[config.mk]
export PLATFORM = sky130hd
export DESIGN_NAME = probe_level_average_reporter_top
export DESIGN_NICKNAME = d
export VERILOG_FILES = /design/src/hw/rtl/plv_pkg.sv /design/src/hw/rtl/probe_level_average_reporter_top.sv /design/src/hw/rtl/plv_level_map.sv
export VERILOG_INCLUDE_DIRS = /design/src /design/src/hw/rtl
export SDC_FILE = /design/constraint.sdc
export NUM_CORES = 1
export LEC_CHECK = 0
export BUFFER_PORTS_ARGS = -buffer_cell sky130_fd_sc_hd__buf_2
export CORE_MARGIN = 1
export CORE_UTILIZATION = 30
export DETAILED_ROUTE_END_ITERATION = 8
export GPL_TIMING_DRIVEN = 0
export PLACE_DENSITY_LB_ADDON = 0.12
export SLEW_MARGIN = 20
export SYNTH_ARGS = -nofsm -noshare
export SYNTH_HDL_FRONTEND = slang
export SYNTH_SLANG_ARGS = --single-unit
[constraint.sdc]
create_clock -name clk -period 14 [get_ports clk]
set_input_delay 1.4 -clock clk [delete_from_list [all_inputs] [get_ports clk]]
set_output_delay 1.4 -clock clk [all_outputs]
set_load 0.05 [all_outputs]
[src/hw/rtl/assert_macros.svh]
// Assertion macros shared by the RTL of the probe level average reporter.
// No dependencies; included by files that carry concurrent assertions.
`ifndef ASSERT_MACROS_SVH
`define ASSERT_MACROS_SVH

// Immediate-style invariant sampled on every clock, off during reset.
`define PLV_ASSERT_ALWAYS(label, expr, msg) \
  label: assert property (@(posedge clk) disable iff (!rst_n) (expr)) else $error(msg);

// Implication property sampled on every clock, off during reset.
`define PLV_ASSERT_IMPLY(label, prop, msg) \
  label: assert property (@(posedge clk) disable iff (!rst_n) prop) else $error(msg);

`endif

[src/hw/rtl/plv_pkg.sv]
// Package of the probe level average reporter: sizes, register indexes,
// reset values. No dependencies.
`default_nettype none
package plv_pkg;

  localparam int NUM_PROBES    = 7;
  localparam int TABLE_ENTRIES = 7;
  localparam int PCT_W         = 7;
  localparam int RING_DEPTH    = 5;
  localparam int RING_IDX_W    = 3;
  localparam int COUNT_W       = 3;
  localparam int SUM_W         = 9;
  localparam int TIME_W        = 32;
  localparam int TENTHS_W      = 10;
  localparam int TABLE_W       = TABLE_ENTRIES * PCT_W;
  localparam int CFG_IDX_W     = 2;
  localparam int CFG_DATA_W    = TABLE_W;
  localparam int IN_TDATA_W    = 48;
  localparam int OUT_TDATA_W   = 16;

  localparam logic [PCT_W-1:0]   PCT_MAX   = 7'd100;
  localparam logic [SUM_W-1:0]   SUM_MAX   = 9'd500;
  localparam logic [COUNT_W-1:0] COUNT_FULL = 3'(RING_DEPTH);
  localparam logic [RING_IDX_W-1:0] IDX_LAST = 3'(RING_DEPTH - 1);

  localparam logic [TIME_W-1:0]  READ_IV_RST  = 32'd1000;
  localparam logic [TIME_W-1:0]  AVG_IV_RST   = 32'd5000;
  localparam logic [TIME_W-1:0]  HB_IV_RST    = 32'd60000;
  localparam logic [TABLE_W-1:0] TABLE_RST    = 49'd442917286792975;

  typedef enum logic [CFG_IDX_W-1:0] {
    CFG_READ_IV  = 2'd0,
    CFG_AVG_IV   = 2'd1,
    CFG_HB_IV    = 2'd2,
    CFG_TABLE    = 2'd3
  } cfg_idx_t;

  typedef struct packed {
    logic                force_request;
    logic                link_up;
    logic [6:0]          probe_wet;
    logic [TIME_W-1:0]   now_ms;
  } in_item_t;

endpackage
`default_nettype wire

[src/hw/rtl/probe_level_average_reporter_top.sv]
// Top level of the probe level average reporter: input register, state
// update and output register. Depends on plv_pkg, plv_level_map, assert_macros.svh.
//
//  channel | dir | fields (lsb first)                                  | accepted when
//  in_     | in  | now_ms[31:0] probe_wet[38:32] link_up[39] force[40]  | in_tvalid & in_tready
//  out_    | out | level_tenths[9:0]                                   | out_tvalid & out_tready
//  cfg_    | in  | cfg_index selects register, cfg_wdata value         | cfg_we
//
// One beat per cycle sustained while out_ is not stalled; a result passes the input and output registers to out_.
// The running ring sum keeps the per-beat update to one add and subtract.
// rst_n is synchronous active low; valids and state return to zero, registers to defaults.
// A stalled output holds the input register; in_tready drops only then.
`default_nettype none
module probe_level_average_reporter_top (
  input  wire logic                          clk,
  input  wire logic                          rst_n,
  input  wire logic                          in_tvalid,
  output logic                               in_tready,
  input  wire logic [plv_pkg::IN_TDATA_W-1:0] in_tdata,  // now_ms, probe_wet, link_up, force_request
  output logic                               out_tvalid,
  input  wire logic                          out_tready,
  output logic [plv_pkg::OUT_TDATA_W-1:0]    out_tdata, // level_tenths
  input  wire logic                          cfg_we,
  input  wire logic [plv_pkg::CFG_IDX_W-1:0] cfg_index,
  input  wire logic [plv_pkg::CFG_DATA_W-1:0] cfg_wdata
);
  import plv_pkg::*;

  `include "assert_macros.svh"

  // configuration
  logic [TIME_W-1:0]  read_iv_r, avg_iv_r, hb_iv_r;
  logic [TABLE_W-1:0] table_r;

  always_ff @(posedge clk) begin
    if (!rst_n) begin
      read_iv_r <= READ_IV_RST;
      avg_iv_r  <= AVG_IV_RST;
      hb_iv_r   <= HB_IV_RST;
      table_r   <= TABLE_RST;
    end else if (cfg_we) begin
      unique case (cfg_idx_t'(cfg_index))
        CFG_READ_IV: read_iv_r <= cfg_wdata[TIME_W-1:0];
        CFG_AVG_IV:  avg_iv_r  <= cfg_wdata[TIME_W-1:0];
        CFG_HB_IV:   hb_iv_r   <= cfg_wdata[TIME_W-1:0];
        CFG_TABLE:   table_r   <= cfg_wdata;
        default:     ;
      endcase
    end
  end

  // input register
  logic     in_valid_r;
  in_item_t in_item_r;
  logic     advance;

  assign advance   = in_valid_r && (!out_tvalid || out_tready);
  assign in_tready = !in_valid_r || advance;

  always_ff @(posedge clk) begin
    if (!rst_n) begin
      in_valid_r <= 1'b0;
    end else if (in_tready) begin
      in_valid_r <= in_tvalid;
    end
  end

  always_ff @(posedge clk) begin
    if (in_tready && in_tvalid) begin
      in_item_r <= in_item_t'(in_tdata[$bits(in_item_t)-1:0]);
    end
  end

  // state
  logic [TIME_W-1:0]     last_read_r, last_sent_r;
  logic [PCT_W-1:0]      ring_r [RING_DEPTH];
  logic [RING_IDX_W-1:0] ring_idx_r;
  logic [COUNT_W-1:0]    count_r;
  logic [SUM_W-1:0]      sum_r;
  logic [TENTHS_W-1:0]   pub_r;
  logic                  pub_valid_r;
  logic                  force_r;

  logic [PCT_W-1:0]      pct;
  logic                  fp, due, take, avg_ok, emit, changed, hb_due;
  logic [TIME_W-1:0]     since_read, since_sent;
  logic [SUM_W-1:0]      sum_nxt;
  logic [COUNT_W-1:0]    count_nxt;
  logic [TENTHS_W-1:0]   avg, diff;
  logic                  force_nxt;

  plv_level_map u_map (
    .probe_wet (in_item_r.probe_wet),
    .pct_table (table_r),
    .percent   (pct)
  );

  always_comb begin
    fp         = force_r || in_item_r.force_request;
    since_read = in_item_r.now_ms - last_read_r;
    since_sent = in_item_r.now_ms - last_sent_r;
    due        = (since_read > read_iv_r) || fp;
    take       = due && in_item_r.link_up;
    sum_nxt    = sum_r - SUM_W'(ring_r[ring_idx_r]) + SUM_W'(pct);
    count_nxt  = (count_r < COUNT_FULL) ? count_r + 3'd1 : count_r;
    avg_ok     = take && (count_nxt == COUNT_FULL) && ((since_sent >= avg_iv_r) || fp);
    avg        = {sum_nxt, 1'b0};
    diff       = (avg > pub_r) ? avg - pub_r : pub_r - avg;
    changed    = diff > 10'd1;
    hb_due     = since_sent > hb_iv_r;
    emit       = avg_ok && (changed || hb_due || !pub_valid_r);
    if (due && (!in_item_r.link_up || avg_ok)) begin
      force_nxt = 1'b0;
    end else begin
      force_nxt = fp;
    end
  end

  always_ff @(posedge clk) begin
    if (!rst_n) begin
      last_read_r <= '0;
      last_sent_r <= '0;
      ring_idx_r  <= '0;
      count_r     <= '0;
      sum_r       <= '0;
      pub_r       <= '0;
      pub_valid_r <= 1'b0;
      force_r     <= 1'b0;
      for (int k = 0; k < RING_DEPTH; k++) begin
        ring_r[k] <= '0;
      end
    end else if (advance) begin
      force_r <= force_nxt;
      if (due) begin
        last_read_r <= in_item_r.now_ms;
      end
      if (take) begin
        ring_r[ring_idx_r] <= pct;
        ring_idx_r <= (ring_idx_r == IDX_LAST) ? '0 : ring_idx_r + 3'd1;
        count_r    <= count_nxt;
        sum_r      <= sum_nxt;
      end
      if (emit) begin
        pub_r       <= avg;
        pub_valid_r <= 1'b1;
        last_sent_r <= in_item_r.now_ms;
      end
    end
  end

  // output register
  logic                out_valid_r;
  logic [TENTHS_W-1:0] out_level_r;

  always_ff @(posedge clk) begin
    if (!rst_n) begin
      out_valid_r <= 1'b0;
    end else if (advance) begin
      out_valid_r <= emit;
    end else if (out_tready) begin
      out_valid_r <= 1'b0;
    end
  end

  always_ff @(posedge clk) begin
    if (advance && emit) begin
      out_level_r <= avg;
    end
  end

  assign out_tvalid = out_valid_r;
  assign out_tdata  = OUT_TDATA_W'(out_level_r);

  `PLV_ASSERT_ALWAYS(a_sum_range, sum_r <= SUM_MAX, "ring sum above full scale")
  `PLV_ASSERT_ALWAYS(a_idx_range, ring_idx_r <= IDX_LAST, "ring index out of range")
  `PLV_ASSERT_ALWAYS(a_count_range, count_r <= COUNT_FULL, "sample count above depth")
  `PLV_ASSERT_IMPLY(a_emit_pub, (advance && emit) |=> (pub_valid_r && out_tvalid), "emit lost")

endmodule
`default_nettype wire

[src/hw/rtl/plv_level_map.sv]
// Highest wet probe to percent through the packed table, saturated at 100.
// Depends on plv_pkg.
`default_nettype none
module plv_level_map (
  input  wire logic [6:0]                  probe_wet,
  input  wire logic [plv_pkg::TABLE_W-1:0] pct_table,
  output logic      [plv_pkg::PCT_W-1:0]   percent
);
  import plv_pkg::*;

  logic [PCT_W-1:0] raw;

  always_comb begin
    raw = '0;
    for (int i = 0; i < TABLE_ENTRIES; i++) begin
      if (i < NUM_PROBES && probe_wet[i]) begin
        raw = pct_table[i*PCT_W +: PCT_W];
      end
    end
    percent = (raw > PCT_MAX) ? PCT_MAX : raw;
  end

endmodule
`default_nettype wire

==> results of run 1 <==
-- cells by family after synthesis --
family	synth area share
flops	0.381
simple gates	0.174
other cells	0.000179
mux	0.0439
buf+inv	0.0679
fa+ha+maj	0.123
compound gates	0.184
xor+xnor	0.0263
-- cells in the mapped netlist (37+ instances only) --
cell type / count
nand2_1: 454
dfxtp_1: 240
a21oi_1: 233
inv_1: 215
ha_1: 188
nor2_1: 119
clkbuf_1: 111
edfxtp_1: 106
nand4_1: 65
o21ai_0: 62
a21o_1: 56
nand3_1: 52
xnor2_1: 42
o2111ai_1: 41
o311ai_1: 41
mux2_2: 37
-- power groups by stage --
stage | logic, uW | clock network (uW) | registers [uW]
after detailed placement | 1060 | 0 | 1140
after global placement | 1040 | 0 | 1140
after global routing | 1180 | 1180 | 1120
after floorplan | 741 | 0 | 1120
after CTS | 1060 | 1150 | 1120
final | 1060 | 1120 | 1120
-- final cells by class --
| class | count | area (sq um) |
|---|---|---|
| Antenna cell | 1 | 2.50 |
| Buffer | 143 | 612 |
| Clock inverter | 16 | 164 |
| Fill cell | 7195 | 44700 |
| Multi-Input combinational cell | 1746 | 11600 |
| Inverter | 216 | 811 |
| Sequential cell | 346 | 7990 |
| Clock buffer | 61 | 1230 |
| Timing Repair Buffer | 109 | 561 |
| Tap cell | 931 | 1160 |
-- path summary, 6_finish.rpt --
kind                          to          start  depth (start not counted)
setup / recovery  last_sent_r[0]  in_item_r[33]                         28
hold / removal       avg_iv_r[6]    avg_iv_r[6]                          2
setup reg to reg  last_sent_r[0]  in_item_r[33]                         28
hold reg to reg      avg_iv_r[6]    avg_iv_r[6]                          2
-- flip-flops by register name (all words and copies together) (netlist names), 32 cells and up, named ones only --
signal	flops
ring_r	56
table_r	49
in_item_r	41
avg_iv_r	32
hb_iv_r	32
last_read_r	32
last_sent_r	32
read_iv_r	32
-- stage by stage --
step	total power [uW]	instance area (sq um)	cells	hold WS (ns)	setup WS (ns)
finish	3300	24100	3569	0.454	5.61
CTS	3330	24100	3568	0.454	5.24
detailed placement	2200	22700	3491	0.448	5.29
global placement	2180	22700	3488	0.443	5.41
global route	3490	24100	3568	0.467	5.03
floorplan	1860	21000	2451	0.433	7.48
-- layer usage --
layer	global-route usage	vias to the layer above	part of all wire
met5	0	-	0
met4	0.0629	0	0.028
met3	0.0232	100	0.035
met2	0.322	381	0.47
met1	0.257	8706	0.47
li1	-	8955	-
-- worst max-delay path, delay by kind of cell, from the launching register on --
kind,cells,cell delay [ns]
AO/OA/AOI/OAI,13,3.25
AND/OR/NAND/NOR,8,1.86
adder cells (fa/ha/maj),3,1.38
XOR/XNOR,1,0.72
buffers and inverters,3,0.57
flip-flops,1,0.44
==> impl_metrics.tcl, run 1 <==
set metrics [dict create \
    synth_cells 2445 \
    ys_seq_elements 346 \
    cts_root_buf "clkbuf_16" \
    syn_to_final_growth_pct 15.1 \
    setup_viol 0 \
    slew_viol_final 0 \
    max-vdd-ir-drop_v 0.0000910 \
    cpMostUsedCell "nor2b_1" \
    setup_tns_ns 0 \
    htreeDepth 2 \
    path_max_fanout 10 \
    cts_made_buffers 43 \
    worst_pin_slew_ns 1.08 \
    cts_tree "done" \
    crit_required_ns 14.45 \
    final_antenna_net_count 0 \
    die_w_um 266 \
    synth-async-reset-ratio 0 \
    critPathKind "flip-flop to flip-flop" \
    grt.overflow.total 0 \
    nets 2908 \
    yosysTopAreaCell "dfxtp_1" \
    core_sq_um 68800 \
    slew_headroom 0.268 \
    status "completed" \
    io_pins 122 \
    drive_above_1_share 0.0997 \
    p_sw_frac 0.360 \
    avgSynthCellArea_sq_um 8.57 \
    holdBufCountCts 0 \
    layout_common_cells "nand2_1 (454), dfxtp_1 (240), a21oi_1 (233), inv_1 (215), ha_1 (188)" \
    grt_pass1_vias 17500 \
    grt_pass1_wl_um 104000 \
    clock_power_share 0.338 \
    viasPerCell 5.08 \
    finalHoldViolCount 0 \
    synth.distinct_cells 74 \
    ctsResizeCount 0 \
    gp_congestion 0.851 \
    worst_setup_path_start_kind "flip-flop" \
    clk-insertion-delay-late_ns 0.59 \
    wl_per_cell_um 19.3 \
    power.internal_uw 2110 \
    numPortBuffers 106 \
    cts_setup_buffers 0 \
    antenna_found_initial 0 \
    endpoint_kind "flip-flop" \
    crit_arrival_ns 8.84 \
    worst_path_max_delay_cell "xnor2_1" \
    cts_buffer_depth 3 \
    synth.top_cell.area_share 0.229 \
    ys_seq_area_frac 0.381 \
    final_util 0.351 \
    pwr-share-comb 0.322 \
    numClockSinks 346 \
    wl_um 69000 \
    r2r_slack_ns 5.61 \
    die-height_um 266 \
    hp-class "flip-flop to flip-flop" \
    synth-edff-count 106 \
    syn_area_sq_um 21000 \
    layout_min_cycle_time_ns 8.39 \
    ys_dominant_reg_cell "dfxtp_1" \
    max_freq_mhz 119 \
    drt_iter0_markers 1144 \
    p_seq_frac 0.339 \
    p_sw_uw 1190 \
    gr-usage-all-layers 0.193 \
    synth.area.top_cells "dfxtp_1 (23%), edfxtp_1 (15%), ha_1 (11%)" \
    power_density_nw_per_um2 137 \
    dp_hpwl_um 53700 \
    drt_pass1_iterations 5 \
    start_util 0.305 \
    die-area_sq_um 70900 \
    cellLeakagePower_uw 0.00904 \
    path_clk_slew_ns 0.06 \
    yosys_warnings 0 \
    grt_start_max_net_pins 34 \
    drv_cap 0 \
    fin_crit_sh 0.599 \
    row_count 96 \
    rsz0062_at_grt "no" \
    layout_commonest_cell "nand2_1" \
    finClkSkew_ns 0.0300 \
    critPathMaxStageDelay_ns 0.72 \
    drc 0 \
    vias 18100 \
]
Power figures use the tool's default switching activity.
==> run 2: changes to the inputs <==
ABC_AREA = 1   (was default)
clock period = 8.4 ns   (was 14 ns; I/O delays follow)
==> impl_metrics.tcl, run 2 <==
set metrics [dict create \
    status "completed" \
    antenna-diode-count 0 \
    path_max_fanout 18 \
    ys_seq_area_frac 0.400 \
    synth.area.top_cells "dfxtp_1 (24%), edfxtp_1 (16%), ha_1 (12%)" \
    layout_common_cells "nand2_1 (511), inv_1 (368), a21oi_1 (288), nor2_1 (269), dfxtp_1 (240)" \
    synth.distinct_cells 46 \
    gr-usage-all-layers 0.187 \
    numPortBuffers 106 \
    layout_commonest_cell "nand2_1" \
    worst_path_max_delay_cell "fa_1" \
    row_count 94 \
    grt.overflow.total 0 \
    gp_congestion 0.889 \
    drt_iter0_markers 936 \
    synth-async-reset-ratio 0 \
    multi_input_area_sq_um 10200 \
    grt_pass1_wl_um 96900 \
    drc 0 \
    clk-insertion-delay-late_ns 0.58 \
    crit_required_ns 8.66 \
    cpMostUsedCell "nand2_1" \
    endpoint_kind "flip-flop" \
    min_from "in_tdata[14]" \
    antenna_found_initial 6 \
    io_pins 122 \
    whs_ns 0.429 \
    cts_tree "done" \
    syn_area_sq_um 20000 \
    ys_seq_elements 346 \
    max-vdd-ir-drop_v 0.000118 \
    yosysTopAreaCell "dfxtp_1" \
    layout_min_cycle_time_ns 7.44 \
    setup_viol 0 \
    hold_end "in_item_r[14]" \
    critPathKind "flip-flop to flip-flop" \
    holdBufCountCts 0 \
    final_util 0.351 \
    grt-busiest-layer "met2" \
    synth.top_cell.area_share 0.241 \
    worst_setup_path_start_kind "flip-flop" \
    grt_start_max_net_pins 33 \
    viasPerCell 4.73 \
    htreeDepth 2 \
    vias 17300 \
    power_density_nw_per_um2 252 \
    die-area_sq_um 67600 \
    dp_hpwl_um 50700 \
    setup_tns_ns 0 \
    rr_startpoint "in_item_r[33]" \
    finalHoldViolCount 0 \
    fin_crit_sh 0.886 \
    rsz0062_at_grt "no" \
    r2r_cells 34 \
    drive_above_1_share 0.0743 \
    fillCellCount 6949 \
    ctsResizeCount 0 \
    drt_pass1_iterations 7 \
    grtUsageMet1 0.246 \
    synth_most_common_cell "nand2_1" \
    synth-edff-count 106 \
    seq_area_sq_um 7990 \
    synthTopCellsByCount "nand2_1 (511), inv_1 (369), a21oi_1 (288), nor2_1 (269), dfxtp_1 (240)" \
    slew_viol_final 0 \
    ys_dominant_reg_cell "dfxtp_1" \
    core_sq_um 65700 \
    hp-class "input pin to flip-flop" \
    avgSynthCellArea_sq_um 7.66 \
    crit_arrival_ns 7.70 \
    finClkSkew_ns 0.0220 \
    whs_path_depth 1 \
    cts_made_buffers 44 \
    die_w_um 260 \
    r2r_slack_ns 0.96 \
    reg_top3 "ring_r (56), table_r (49), in_item_r (41)" \
    final_antenna_net_count 0 \
    max_freq_mhz 134 \
    cts_setup_buffers 0 \
    yosys_warnings 0 \
    cts_buffer_depth 3 \
    die-height_um 260 \
    cts_root_buf "clkbuf_16" \
    syn_to_final_growth_pct 15.6 \
    slew_headroom 0.346 \
    wl_per_cell_um 17.2 \
    wl_um 63000 \
    largest_register_ffs 56 \
    nets 3067 \
    drv_cap 0 \
    worst_pin_slew_ns 0.981 \
    layout_setup_ws_ns 0.958 \
    start_util 0.304 \
    met3_usage 0.0234 \
    critPathMaxStageDelay_ns 0.55 \
    grt_pass1_vias 16900 \
    synth_cells 2605 \
    r2r-end "out_level_r[9]" \
    path_clk_slew_ns 0.06 \
    met2_usage 0.321 \
    largest-register "ring_r" \
    numClockSinks 346 \
    cellLeakagePower_uw 0.00994 \
    pre_cts_slack_ns 0.918 \
]
[run 2: cell types whose count changed after synthesis, sizes merged, moves of 44 or more]
cell / previous run / this run
a21o: 56 / 8
o311ai: 44 / 0
nand2: 454 / 516
inv: 215 / 370
nor2: 119 / 272
nand4: 65 / 17
a21oi: 233 / 291
o21ai: 68 / 227
[run 2: stage by stage]
stage | std cells | area, sq um | total power [uW]
after floorplan | 2611 | 20000 | 3350
after global placement | 3581 | 21600 | 3930
after detailed placement | 3582 | 21600 | 3960
after CTS | 3663 | 23100 | 5890
after global routing | 3663 | 23100 | 6240
final | 3663 | 23100 | 5820
[run 2: worst max-delay path by stage]
stage / end / slack (ns) / start
6_report: out_level_r[9] / 0.96 / in_item_r[33]
2_1_floorplan: out_level_r[1] / 3.01 / in_item_r[33]
4_1_cts: out_level_r[6] / 0.87 / in_item_r[33]
5_1_grt: out_level_r[9] / 0.37 / in_item_r[33]
3_3_place_gp: out_level_r[3] / 0.95 / in_item_r[33]
3_5_place_dp: out_level_r[3] / 0.92 / in_item_r[33]
[run 2: kinds of logic after synthesis]
group / count (synthesis) / synth area share
flops: 346 / 0.400
buf+inv: 465 / 0.0911
simple gates: 910 / 0.182
compound gates: 612 / 0.166
xor+xnor: 72 / 0.0316
fa+ha+maj: 199 / 0.129
other cells: 1 / 0.000188
[run 2: area by class of cell]
type / count / share of cell area
clock inverters: 12 / 0.00559
repair buffers: 107 / 0.0239
clock buffers: 69 / 0.0572
well taps: 864 / 0.0468
inverters: 373 / 0.0608
flip-flops and latches: 346 / 0.346
multi-input cells: 1800 / 0.441
plain buffers: 92 / 0.0181
[run 2: worst max-delay path: cells and delay by family, from the launching register on]
family	cells	cell delay [ns]
flops	1	0.52
xor+xnor	1	0.49
buf+inv	5	0.87
fa+ha+maj	3	1.44
simple gates	17	2.11
compound gates	8	1.65
[run 2: power by group]
group          switching (uW)  internal (uW)  leakage, uW
logic                    1350            688      0.00623
registers                51.2           1830      0.00299
clock network             758           1140     0.000711
total                    2150           3660      0.00994
[run 2: metal layers]
metal,up-vias,share of wire
li1,8879,-
met1,8059,0.47
met2,289,0.47
met3,91,0.034
met4,0,0.025
met5,-,0
